`src/rtl/lgba_pkg.sv`:
```
package lgba_pkg;

  // Number of LED groups: start, stop and status.
  localparam int unsigned GROUPS = 3;

  // Brightness and timing constants.
  localparam logic [7:0]  LEVEL_MAX         = 8'd255;
  localparam logic [7:0]  LEVEL_MIN         = 8'd0;
  localparam logic [15:0] STEP_INTERVAL_RST = 16'd10;

  // Register map, indexed by word address.
  localparam int unsigned CFG_ADDR_W = 4;
  localparam logic [1:0]  REG_START_MODE    = 2'd0;
  localparam logic [1:0]  REG_STOP_MODE     = 2'd1;
  localparam logic [1:0]  REG_STATUS_MODE   = 2'd2;
  localparam logic [1:0]  REG_STEP_INTERVAL = 2'd3;

  // Group display modes.
  typedef enum logic [2:0] {
    MODE_OFF           = 3'd0,
    MODE_RED           = 3'd1,
    MODE_GREEN         = 3'd2,
    MODE_BLUE          = 3'd3,
    MODE_BREATHE_RED   = 3'd4,
    MODE_BREATHE_GREEN = 3'd5,
    MODE_BREATHE_BLUE  = 3'd6,
    MODE_RAINBOW       = 3'd7
  } mode_t;

  // One RGB color.
  typedef struct packed {
    logic [7:0] red;
    logic [7:0] green;
    logic [7:0] blue;
  } rgb_t;

endpackage

```
`src/rtl/lgba_group.sv`:
```
// One LED group: brightness ramp state, step timer and the color it shows.
// The color register doubles as the group's part of the result register.
module lgba_group (
  input  logic             clk,
  input  logic             rst_n,
  input  logic             step_en,
  input  lgba_pkg::mode_t  mode,
  input  logic [15:0]      step_interval,
  input  logic [31:0]      now_ms,
  output lgba_pkg::rgb_t   colour
);

  logic [7:0]      level_r, level_nxt;
  logic            falling_r, falling_nxt;
  logic [31:0]     last_r, last_nxt;
  lgba_pkg::rgb_t  colour_r, colour_nxt;

  logic            breathing;
  logic            due;
  logic [31:0]     elapsed;
  logic [7:0]      level_step;
  logic [7:0]      level_shown;

  // Interval test with wrapping time difference.
  assign elapsed   = now_ms - last_r;
  assign due       = (elapsed >= {16'd0, step_interval});
  assign breathing = (mode == lgba_pkg::MODE_BREATHE_RED) ||
                     (mode == lgba_pkg::MODE_BREATHE_GREEN) ||
                     (mode == lgba_pkg::MODE_BREATHE_BLUE);

  // Brightness ramp with turning points at full and at zero.
  always_comb begin
    level_step  = falling_r ? (level_r - 8'd1) : (level_r + 8'd1);
    level_nxt   = level_r;
    falling_nxt = falling_r;
    last_nxt    = last_r;
    if (breathing && due) begin
      level_nxt = level_step;
      last_nxt  = now_ms;
      if (level_step == lgba_pkg::LEVEL_MAX) begin
        falling_nxt = 1'b1;
      end
      if (level_step == lgba_pkg::LEVEL_MIN) begin
        falling_nxt = 1'b0;
      end
    end
    level_shown = level_nxt;
  end

  // Color selection; rainbow keeps the color shown last.
  always_comb begin
    colour_nxt = colour_r;
    unique case (mode)
      lgba_pkg::MODE_OFF:           colour_nxt = '0;
      lgba_pkg::MODE_RED:           colour_nxt = '{red: 8'hFF, green: 8'h00, blue: 8'h00};
      lgba_pkg::MODE_GREEN:         colour_nxt = '{red: 8'h00, green: 8'hFF, blue: 8'h00};
      lgba_pkg::MODE_BLUE:          colour_nxt = '{red: 8'h00, green: 8'h00, blue: 8'hFF};
      lgba_pkg::MODE_BREATHE_RED:   colour_nxt = '{red: level_shown, green: 8'h00, blue: 8'h00};
      lgba_pkg::MODE_BREATHE_GREEN: colour_nxt = '{red: 8'h00, green: level_shown, blue: 8'h00};
      lgba_pkg::MODE_BREATHE_BLUE:  colour_nxt = '{red: 8'h00, green: 8'h00, blue: level_shown};
      lgba_pkg::MODE_RAINBOW:       colour_nxt = colour_r;
      default:                      colour_nxt = colour_r;
    endcase
  end

  // State advances only when an input transfer is taken.
  always_ff @(posedge clk) begin
    if (!rst_n) begin
      level_r   <= '0;
      falling_r <= 1'b0;
      last_r    <= '0;
      colour_r  <= '0;
    end else if (step_en) begin
      level_r   <= level_nxt;
      falling_r <= falling_nxt;
      last_r    <= last_nxt;
      colour_r  <= colour_nxt;
    end
  end

  assign colour = colour_r;

endmodule

```
`src/rtl/led_group_breathing_animator.sv`:
```
// LED group breathing animator. Each input transfer carries the current
// millisecond time and produces one result transfer with the RGB color of
// the start, stop and status groups. Throughput is one item per clock cycle
// and the result is registered: the per-group interval compare and brightness
// step sit between the input port and the result register, and the next
// item is taken while a result still waits, as long as out_ready is high.
// Modes are set through the APB port: word 0 start, 1 stop, 2 status
// (0 off, 1-3 solid red/green/blue, 4-6 breathing red/green/blue, 7 hold),
// word 3 the breathing step interval in milliseconds (reset 10).
module led_group_breathing_animator (
  input  logic        clk,
  input  logic        rst_n,
  // Configuration port
  input  logic        cfg_psel,
  input  logic        cfg_penable,
  input  logic        cfg_pwrite,
  input  logic [lgba_pkg::CFG_ADDR_W-1:0] cfg_paddr,
  input  logic [31:0] cfg_pwdata,
  output logic [31:0] cfg_prdata,
  output logic        cfg_pready,
  // Input channel
  input  logic        in_valid,
  output logic        in_ready,
  input  logic [31:0] in_now_ms,
  // Result channel
  output logic        out_valid,
  input  logic        out_ready,
  output logic [7:0]  out_start_red,
  output logic [7:0]  out_start_green,
  output logic [7:0]  out_start_blue,
  output logic [7:0]  out_stop_red,
  output logic [7:0]  out_stop_green,
  output logic [7:0]  out_stop_blue,
  output logic [7:0]  out_status_red,
  output logic [7:0]  out_status_green,
  output logic [7:0]  out_status_blue
);

  lgba_pkg::mode_t  start_mode_r, stop_mode_r, status_mode_r;
  logic [15:0]      step_interval_r;
  logic             out_valid_r, out_valid_nxt;
  logic             cfg_wr;
  logic [1:0]       cfg_idx;
  logic             in_xfer;
  lgba_pkg::rgb_t   start_rgb, stop_rgb, status_rgb;

  // Configuration write and read-back.
  assign cfg_pready = 1'b1;
  assign cfg_idx    = cfg_paddr[3:2];
  assign cfg_wr     = cfg_psel && cfg_penable && cfg_pwrite;

  always_ff @(posedge clk) begin
    if (!rst_n) begin
      start_mode_r    <= lgba_pkg::MODE_OFF;
      stop_mode_r     <= lgba_pkg::MODE_OFF;
      status_mode_r   <= lgba_pkg::MODE_OFF;
      step_interval_r <= lgba_pkg::STEP_INTERVAL_RST;
    end else if (cfg_wr) begin
      unique case (cfg_idx)
        lgba_pkg::REG_START_MODE:    start_mode_r    <= lgba_pkg::mode_t'(cfg_pwdata[2:0]);
        lgba_pkg::REG_STOP_MODE:     stop_mode_r     <= lgba_pkg::mode_t'(cfg_pwdata[2:0]);
        lgba_pkg::REG_STATUS_MODE:   status_mode_r   <= lgba_pkg::mode_t'(cfg_pwdata[2:0]);
        lgba_pkg::REG_STEP_INTERVAL: step_interval_r <= cfg_pwdata[15:0];
        default:                     step_interval_r <= step_interval_r;
      endcase
    end
  end

  always_comb begin
    unique case (cfg_idx)
      lgba_pkg::REG_START_MODE:    cfg_prdata = {29'd0, start_mode_r};
      lgba_pkg::REG_STOP_MODE:     cfg_prdata = {29'd0, stop_mode_r};
      lgba_pkg::REG_STATUS_MODE:   cfg_prdata = {29'd0, status_mode_r};
      lgba_pkg::REG_STEP_INTERVAL: cfg_prdata = {16'd0, step_interval_r};
      default:                     cfg_prdata = '0;
    endcase
  end

  // Handshake: a new transfer is taken whenever the result slot frees up.
  assign in_ready = !out_valid_r || out_ready;
  assign in_xfer  = in_valid && in_ready;

  always_comb begin
    out_valid_nxt = out_valid_r;
    if (in_xfer) begin
      out_valid_nxt = 1'b1;
    end else if (out_ready) begin
      out_valid_nxt = 1'b0;
    end
  end

  always_ff @(posedge clk) begin
    if (!rst_n) begin
      out_valid_r <= 1'b0;
    end else begin
      out_valid_r <= out_valid_nxt;
    end
  end

  assign out_valid = out_valid_r;

  // One ramp per group, all stepping on the same transfer.
  lgba_group u_start (
    .clk           (clk),
    .rst_n         (rst_n),
    .step_en       (in_xfer),
    .mode          (start_mode_r),
    .step_interval (step_interval_r),
    .now_ms        (in_now_ms),
    .colour        (start_rgb)
  );

  lgba_group u_stop (
    .clk           (clk),
    .rst_n         (rst_n),
    .step_en       (in_xfer),
    .mode          (stop_mode_r),
    .step_interval (step_interval_r),
    .now_ms        (in_now_ms),
    .colour        (stop_rgb)
  );

  lgba_group u_status (
    .clk           (clk),
    .rst_n         (rst_n),
    .step_en       (in_xfer),
    .mode          (status_mode_r),
    .step_interval (step_interval_r),
    .now_ms        (in_now_ms),
    .colour        (status_rgb)
  );

  assign out_start_red    = start_rgb.red;
  assign out_start_green  = start_rgb.green;
  assign out_start_blue   = start_rgb.blue;
  assign out_stop_red     = stop_rgb.red;
  assign out_stop_green   = stop_rgb.green;
  assign out_stop_blue    = stop_rgb.blue;
  assign out_status_red   = status_rgb.red;
  assign out_status_green = status_rgb.green;
  assign out_status_blue  = status_rgb.blue;

endmodule

```
`config.mk`:
```
export PLATFORM = sky130hd
export DESIGN_NAME = led_group_breathing_animator
export DESIGN_NICKNAME = d
export VERILOG_FILES = /design/src/rtl/lgba_pkg.sv /design/src/rtl/lgba_group.sv /design/src/rtl/led_group_breathing_animator.sv
export SDC_FILE = /design/constraint.sdc
export NUM_CORES = 1
export LEC_CHECK = 0
export BUFFER_PORTS_ARGS = -buffer_cell sky130_fd_sc_hd__buf_2
export CELL_PAD_IN_SITES_DETAIL_PLACEMENT = 1
export CELL_PAD_IN_SITES_GLOBAL_PLACEMENT = 2
export CORE_MARGIN = 5
export CORE_UTILIZATION = 38
export CTS_CLUSTER_SIZE = 28
export DETAILED_ROUTE_END_ITERATION = 10
export MAX_ROUTING_LAYER = met4
export PLACE_DENSITY = 0.95
export REMOVE_ABC_BUFFERS = 1
export SLEW_MARGIN = 20
export SYNTH_ARGS = -nofsm -noshare
export SYNTH_HDL_FRONTEND = slang
export SYNTH_HIERARCHICAL = 1
export SYNTH_SLANG_ARGS = --single-unit
```
`constraint.sdc`:
```
create_clock -name clk -period 10.9 [get_ports clk]
set_input_delay 2.18 -clock clk [delete_from_list [all_inputs] [get_ports clk]]
set_output_delay 2.18 -clock clk [all_outputs]
set_load 0.01 [all_outputs]
```
* After elaboration in Yosys (flattened, before gate mapping) *
Index checks and enable logic that the tools add are counted.

word-level totals
  input port bits = 75
  register bits = 221
  word-level logic and storage cells = 121

operators by class
  equality and inequality tests = 27
  reductions and logical operators = 38
  $add $sub $neg = 9
  bitwise operators = 3
  muxes and demuxes = 18
  order comparisons = 3

operators with widths
  cell                                              number
  one-hot mux 24 bit (7 select lines)               3
  one-hot mux 32 bit (4 select lines)               1
  greater-or-equal comparator 32 x 16 -> 1 bit      3
  subtractor 32 bit                                 3
  two-way mux 8 bit                                 6
  == test 3 bit, second input constant              12
  adder 8 x 1 -> 8 bit, second input constant       3
  == test 8 bit, second input constant              3
  zero test 8 bit                                   3
  subtractor 8 x 1 -> 8 bit, second input constant  3
  AND reduction 2 bit                               10
  == test 3 x 2 -> 1 bit, second input constant     6
  == test 3 x 1 -> 1 bit, second input constant     3
  zero test 3 bit                                   3
  AND reduction 3 bit                               3
  two-way mux 1 bit                                 8
  nonzero test 2 bit                                4
  logical OR 1 bit                                  7
  logical AND 1 bit                                 6
  == test 2 bit, second input constant              2
  NOT 1 bit                                         3
  == test 2 x 1 -> 1 bit, second input constant     1
  zero test 2 bit                                   1
  zero test 1 bit                                   1

* Longest topological paths before layout *
Gate-level depths: netlist of run 1.

  word-level depth = 6
  gate-level depth with buffers = 25

* Modules after synthesis *
The synthesis of run 1 kept the hierarchy.

by module, submodules not included
  module                        times used  area each (um^2)  cells each  sequential area each (um^2)
  lgba_group at u_start         1           5794.3            803         1301.2
  lgba_group at u_stop          1           5746.8            787         1301.2
  lgba_group at u_status        1           5061.1            625         1301.2
  led_group_breathing_animator  1           1342.5            149         520.5

* Worst setup path after synthesis of run 1 *
No wires, ideal clock.

  path kind = input to register
  from = in in_now_ms[3]
  to = reg u_stop.colour_r, in the netlist u_stop/colour[16]
  data arrival time = 6.483 ns
  buffers on the path = 2
  cell stages on the path = 21
  slack = 4.298 ns
  data required time = 10.780 ns
  path through = ha_1 and2_1 a221o_1 or2_2 a21o_1 a21o_1 a21oi_1 xnor2_1 ha_1 a21o_1 a211oi_1 o21ai_0 o221ai_1 o2111ai_1 or4b_1 nor4_2 and4_1 buf_4 buf_8 mux2i_1 a211o_1

between the ends
  cells in the longest elaborated chain, start to end = 5

ends and longest elaborated chain
  what                                          line                                RTL
  start, declared                               led_group_breathing_animator.sv:24  input logic [31:0] in_now_ms,
  subtractor 32 bit                             lgba_group.sv:25                    assign elapsed = now_ms - last_r;
  greater-or-equal comparator 32 x 16 -> 1 bit  lgba_group.sv:26                    assign due = (elapsed >= {16'd0, step_interval});
  logical AND 1 bit                             lgba_group.sv:37                    if (breathing && due) begin
  two-way mux 8 bit                             lgba_group.sv:37
  one-hot mux 24 bit (7 select lines)           lgba_group.sv:53                    unique case (mode)
  end signal, assigned                          lgba_group.sv:77                    colour_r <= colour_nxt;
  end, declared                                 lgba_group.sv:16                    lgba_pkg::rgb_t colour_r, colour_nxt;

Every way passes these cells.
A chain may end at the register's enable or synchronous reset.

* Worst setup path after layout of run 1 *
  from = in in_now_ms[3]
  to = reg u_stop.colour_r, in the netlist u_stop/colour[9]

The elaborated chain is that of the path after synthesis.

==> results.ini, run 1 <==
[placement]
preCtsSetupSlack_ps=2400
dp_hpwl_um=48500
place_area_um2=19000
numPortBuffers=146
gp_congestion=0.913
dpl.cell_count=3012

[logic_synthesis]
synth_edf_count=0
yosys-top-cells-count=a21oi_1, dfxtp_1, nand2_1, inv_1, ha_1
synth.most_common_cell=a21oi_1
synthDominantCellAreaShare_pct=24.7
synthTopCellsByArea=dfxtp_1, ha_1, a21oi_1, nand2_1, o21ai_0
netlist_area_um2=17900
synth_seq_cells=221
syn_avg_cell_area_um2=7.59
seq_area_frac_synth_pct=24.7
yosysTopAreaCell=dfxtp_1
synth_cell_type_count=97
netlist_instances=2364
synthFlopType=dfxtp_1
async_flop_share_pct=0
yosys_warnings=6

[run]
maxCapViolations=0

[clock_network]
clock_sinks=221
cts_resized=0
cts_tree=built
path_clk_slew_ps=60
cts_buffer_depth=3
clock_latency_ps=570
hold_buffers=0
post_cts_buffers=0
cts-htree-levels=1
clockRootBuffer=clkbuf_16
cts_buffers=29

[sta]
maxSlewHeadroom_pct=26.1
fin_tns_setup_ps=0
setup_viol=0
postLayoutSetupSlackWorst_ps=3200
finalHoldViolCount=0
rsz0062_at_grt=no
fmax_mhz=130
layout_min_cycle_time_ps=7700
drv_slew=0
post-route-period-util_pct=70.6
finClkSkew_ps=20.0
tightest_slew_ps=1100

[detailed_routing]
drt-wirelength-per-cell_um=20.8
ant_nets=0
drt-initial-drc-count=1110
postRouteWirelength_um=63900
vias=18000
dr.pass1.iters=5
drc=0
via_per_inst=5.87

[grt]
grt-ovfl-total=0
grt_use_total_pct=24.4
antenna_found_initial=4
grt_pass1_vias=18200
grt_pass1_wl_um=100000
grt_start_max_net_pins=54

[final_layout]
syn2layout_area_growth_pct=11.9
final_area_um2=20100
nFillCells=5814
drive_above_1_share_pct=11.2
final_nets=2684
final_cells=3070
ff_latch_area_um2=4420
final_util_pct=43.1
multiInputGateArea_um2=12200

[die]
die_y_um=227
pin_count=182
coreArea_um2=46700
row_count=79
die_area_um2=51700
initial_core_util_pct=38.5
die-width_um=227

[power]
irDropWorstVdd_uv=118
p_leak_nw=7.79
power_density_nw_per_um2=115

[hold_path]
min_path_type=reg2reg

[status]
status=finished, final reports clean

[critical_path]
end_kind=flop
worstPathArrival_ps=8130
crit_required_ps=11330
crit_path_start=in_now_ms[3]
reg2reg_setup_slack_ps=4620
crit_path_start_kind=input pin
critical_path_class=in2reg
r2r-start=u_stop/last_r[3]
reg2reg_depth=22
cp_max_fo=33
critPathCapture=u_stop/colour[9]
r2r_end=u_stop/colour[9]

==> how the worst min path moves through the flow <==
stage | startpoint | end | slack, ps | cells after the start
6_report | u_stop/colour[0] | u_stop/colour[0] | 460 | 1
5_1_grt | u_stop/colour[16] | u_stop/colour[16] | 490 | 1
4_1_cts | u_stop/colour[0] | u_stop/colour[0] | 460 | 1
3_5_place_dp | u_stop/colour[0] | u_stop/colour[0] | 450 | 1
3_3_place_gp | u_stop/colour[3] | u_stop/colour[3] | 440 | 1
2_1_floorplan | u_status/last_r[0] | u_status/last_r[0] | 440 | 2
==> where the power goes <==
group | internal, W | leakage [nW] | switching (W)
combinational | 0.000147 | 5.50 | 0.000266
clock | 0.000663 | 0.502 | 0.000404
sequential | 0.000816 | 1.78 | 0.00000803
total | 0.00163 | 7.79 | 0.000678
==> state kept, by name, summed over array words and instances (netlist names) <==
name,cells
out_valid,1
u_start/last_r,32
start_mode_r,3
u_status/falling_r,1
u_status/colour,24
stop_mode_r,3
u_stop/colour,24
step_interval_r,16
status_mode_r,3
u_stop/falling_r,1
u_stop/last_r,32
u_start/falling_r,1
u_status/last_r,32
u_status/level_r,8
u_stop/level_r,8
u_start/colour,24
u_start/level_r,8
==> layer usage <==
| layer | GRT usage (%) | vias up | share of wire, % |
|---|---|---|---|
| met5 | - | - | 0 |
| met1 | 32.1 | 8927 | 46 |
| met4 | 5.44 | 0 | 2.0 |
| met3 | 2.32 | 74 | 4.4 |
| li1 | - | 8622 | - |
| met2 | 41.1 | 401 | 47 |
==> worst max-delay path, stage by stage <==
cell and delay [ps]:
buf_2 150, ha_1 360, and2_1 200, a221o_1 380, or2_2 330, a21o_1 180, a21o_1 190, a21oi_1 170
xnor2_1 140, ha_1 270, a21o_1 190, a211oi_1 260, o21ai_0 140, o221ai_1 360, o2111ai_1 240, or4b_1 570
nor4_2 190, nand4_1 610, buf_6 390, buf_4 270, a21oi_1 220, o31ai_1 100
==> area by class of cell <==
class / count / share of cell area, %
Tap cell: 607 / 3.78
Inverter: 196 / 3.66
Clock buffer: 36 / 3.99
Sequential cell: 221 / 22.0
Timing Repair Buffer: 163 / 4.49
Multi-Input combinational cell: 1827 / 60.7
Clock inverter: 17 / 1.30
Antenna cell: 3 / 0.0374
==> logic make-up (layout without fill, tap and decap cells) <==
logic type      after synthesis  count (layout)  share of synthesized area [%]
simple gates                744             744                           20.0
fa+ha+maj                   171             171                           12.2
buf+inv                     331             412                           7.95
flops                       221             221                           24.7
other cells                   2              20                         0.0419
compound gates              721             721                           25.7
xor+xnor                     93              93                           4.54
mux                          81              81                           4.93
==> layout by cell type, fill, tap and decap left out, types with 7 or more instances in the layout <==
master / count
dfxtp_1: 221
a221o_1: 16
o22ai_1: 7
a21o_1: 33
ha_1: 165
a211oi_1: 17
o21ai_1: 19
nor2b_1: 17
buf_2: 146
a31oi_1: 25
clkbuf_16: 29
nor4_1: 18
o221a_1: 7
o21a_1: 19
o21bai_1: 22
nor2_1: 150
buf_4: 14
xnor2_1: 63
nand4_1: 42
a2111oi_0: 7
nand3_1: 140
conb_1: 17
a211o_1: 13
or3_1: 8
nor3_1: 37
o31ai_1: 15
xor2_1: 30
inv_1: 194
and3_1: 23
mux2_4: 7
o211ai_1: 29
nand2b_1: 25
mux2i_1: 70
a21oi_2: 10
and2_1: 11
nand2_1: 220
a21oi_1: 256
o21ai_0: 153
==> per-stage QoR <==
stage               hold slack, ps  power, W
finish                         457   0.00230
detailed placement             449   0.00125
global placement               440   0.00123
floorplan                      440   0.00111
global route                   493   0.00240
CTS                            464   0.00232
Note: power is estimated with default switching activity, not from simulation.
==> run 2: changes to the inputs <==
- CORE_UTILIZATION: 38 -> 32
- PLACE_DENSITY: 0.95 -> 0.87
- clock period: 10.9 -> 6.87 ns (I/O delays scaled with it)
==> run 2 against run 1 <==
Net effect: sequential share of layout area down 0.43 points; power up 60%; largest power group unchanged; final area up 2.0%; sequential cell count unchanged; largest cell class unchanged; sequential power up 59%; die area up 18%; worst hold slack better by 1.8 ps; cell count up 5.3%; critical path depth down 1; clock skew down 2.3 ps; first-iteration DRC count down 15%; core utilization down 6.0 points.
==> results.ini, run 2 (synthesized netlist as in run 1, its figures left out) <==
[status]
status=finished, final reports clean

[final_layout]
ff_latch_area_um2=4420  ; unchanged
layout_common_cells=a21oi_1, dfxtp_1, nand2_1
syn2layout_area_growth_pct=14.2
final_common_cell=a21oi_1
top_regs=u_start/last_r: 32 flops, u_status/last_r: 32 flops, u_stop/last_r: 32 flops
nFillCells=6863  ; +18%
drive_above_1_share_pct=11.8  ; +0.55 points
multiInputGateArea_um2=12200  ; about the same
final_nets=2703  ; +0.71%
final_area_um2=20500  ; +2.0%

[power]
clkPwrFrac_pct=46.9  ; +0.6 points
p_switching_w=0.00107  ; +57%
switching_share_pct=28.9  ; -0.55 points
p_leak_nw=7.91  ; +1.6%
power_frac_comb_pct=17.7  ; -0.2 points
pwr-share-seq_pct=35.4  ; -0.4 points
irDropWorstVdd_uv=169  ; +43%
p_int_w=0.00263  ; +62%
power_density_nw_per_um2=180  ; +57%

[critical_path]
crit_path_top_delay_cell=or4b_1
crit_chain=buf_2, ha_1, and2_1, a221o_1, or2_2, a21o_1, a21o_1, a21oi_1, xnor2_1, ha_1, a21o_1, a211oi_1, o21ai_0, o221ai_1, o2111ai_1, or4b_1, nor4_2, and4_2, buf_12, mux2i_1, a211o_1
reg2reg_depth=21  ; -4.5%
critical_path_class=in2reg
cp_max_fo=35  ; +6.1%
crit_path_start_kind=input pin
crit_required_ps=7340  ; -3990 ps
cpPeakStageDelay_ps=580  ; -30 ps
cp_top_family=compound AO/OA/AOI/OAI gates
r2r_end=u_stop/colour[16]
r2r-start=u_stop/last_r[3]
end_kind=flop
worstPathArrival_ps=6690  ; -1440 ps
crit_top_cell=a21o_1
reg2reg_setup_slack_ps=1270  ; -3350 ps
path_buf_inv=2  ; -1

[detailed_routing]
dr.pass1.iters=5  ; unchanged
drc=0  ; unchanged
drt-initial-drc-count=938  ; -15%
vias=17800  ; -1.0%
via_per_inst=5.52  ; -6.0%
wl_met1_um=30000  ; +1.3%
postRouteWirelength_um=64700  ; +1.2%
routed.top_layer=met4
ant_nets=0  ; unchanged
drt-wirelength-per-cell_um=20.0  ; -3.9%
wl_met3_um=3320  ; +18%
wl_met2_um=29700  ; -1.7%

[sta]
finClkSkew_ps=17.7  ; -2.34 ps
setup_viol=0  ; unchanged
post-route-period-util_pct=90.6
rsz0062_at_grt=no
maxSlewHeadroom_pct=32.8  ; +6.7 points
fin_tns_setup_ps=0  ; unchanged
tightest_slew_ps=1000  ; -95.1 ps
fmax_mhz=161
finalHoldViolCount=0  ; unchanged
drv_slew=0  ; unchanged
layout_min_cycle_time_ps=6230

[hold_path]
min_from=u_stop/colour[2]
min_to=u_stop/colour[2]
hold_path_depth=1  ; unchanged
min_path_type=reg2reg

[placement]
dp_hpwl_um=50100  ; +3.2%
gp_congestion=0.929  ; +1.8%
place_area_um2=19300  ; +1.9%
numPortBuffers=146  ; unchanged

[die]
die-width_um=247  ; +8.6%
die_area_um2=60900  ; +18%
die_y_um=247  ; +8.6%
row_count=86  ; +8.9%
initial_core_util_pct=32.4  ; -6.0 points
coreArea_um2=55300  ; +19%
pin_count=182  ; unchanged

[clock_network]
cts-htree-levels=1  ; unchanged
post_cts_buffers=0  ; unchanged
clock_sinks=221  ; unchanged
clockRootBuffer=clkbuf_16
cts_tree=built
hold_buffers=0  ; unchanged
path_clk_slew_ps=60  ; about the same
clock_latency_ps=580  ; about the same
cts_resized=0  ; unchanged
cts_buffer_depth=3  ; unchanged
cts_buffers=30  ; +3.4%

[grt]
grt_pass1_wl_um=101000  ; about the same
grt_start_max_net_pins=47  ; -13%
grt-ovfl-total=0  ; unchanged
grt_pass1_vias=18200  ; -0.37%
grt_use_total_pct=20.8  ; -3.6 points
antenna_found_initial=8  ; +4

[run]
maxCapViolations=0  ; unchanged

run 2: how the worst max path moves through the flow:
stage               cells after the start           endpoint         start  slack, ps
finish                                 21  u_stop/colour[16]  in_now_ms[3]        640
global placement                       20  u_stop/colour[15]  in_now_ms[3]        270
CTS                                    21  u_stop/last_r[24]  in_now_ms[3]        700
global route                           20  u_stop/colour[15]  in_now_ms[3]        370
detailed placement                     21  u_stop/last_r[24]  in_now_ms[3]        120
floorplan                              19  u_stop/colour[11]  in_now_ms[3]        130
run 2: area by class of cell:
type                       count  share of cell area (%)
inverter                     196                    3.59
clock buffer                  43                    4.25
multi-input combinational   1827                    59.6
timing repair buffer         181                    5.31
sequential                   221                    21.6
clock inverter                12                    1.05
antenna                        5                  0.0611
tap                          748                    4.57
run 2: power by group through the flow:
stage | sequential, W | clock [W] | combinational (W)
3_3_place_gp | 0.00134 | 0 | 0.000625
5_1_grt | 0.00131 | 0.00184 | 0.000721
3_5_place_dp | 0.00134 | 0 | 0.000644
4_1_cts | 0.00131 | 0.00178 | 0.000649
2_1_floorplan | 0.00133 | 0 | 0.000425
6_report | 0.00131 | 0.00173 | 0.000655
run 2: metrics by stage:
step           util (%)  instances  total power, W  hold WS (ps)  worst slack (ps)
5_1_grt            37.0       3233         0.00387           483               368
3_3_place_gp       34.9       3171         0.00196           440               273
6_report           37.0       3233         0.00370           459               643
3_5_place_dp       34.9       3171         0.00198           448               122
2_1_floorplan         -       2244         0.00176           440               133
4_1_cts            36.9       3226         0.00374           462               703
run 2: layer usage:
layer / track usage [%] / up-vias
met1: 27.0 / 8713
met3: 3.22 / 82
li1: - / 8661
met4: 5.51 / 0
met2: 34.0 / 379
met5: - / -
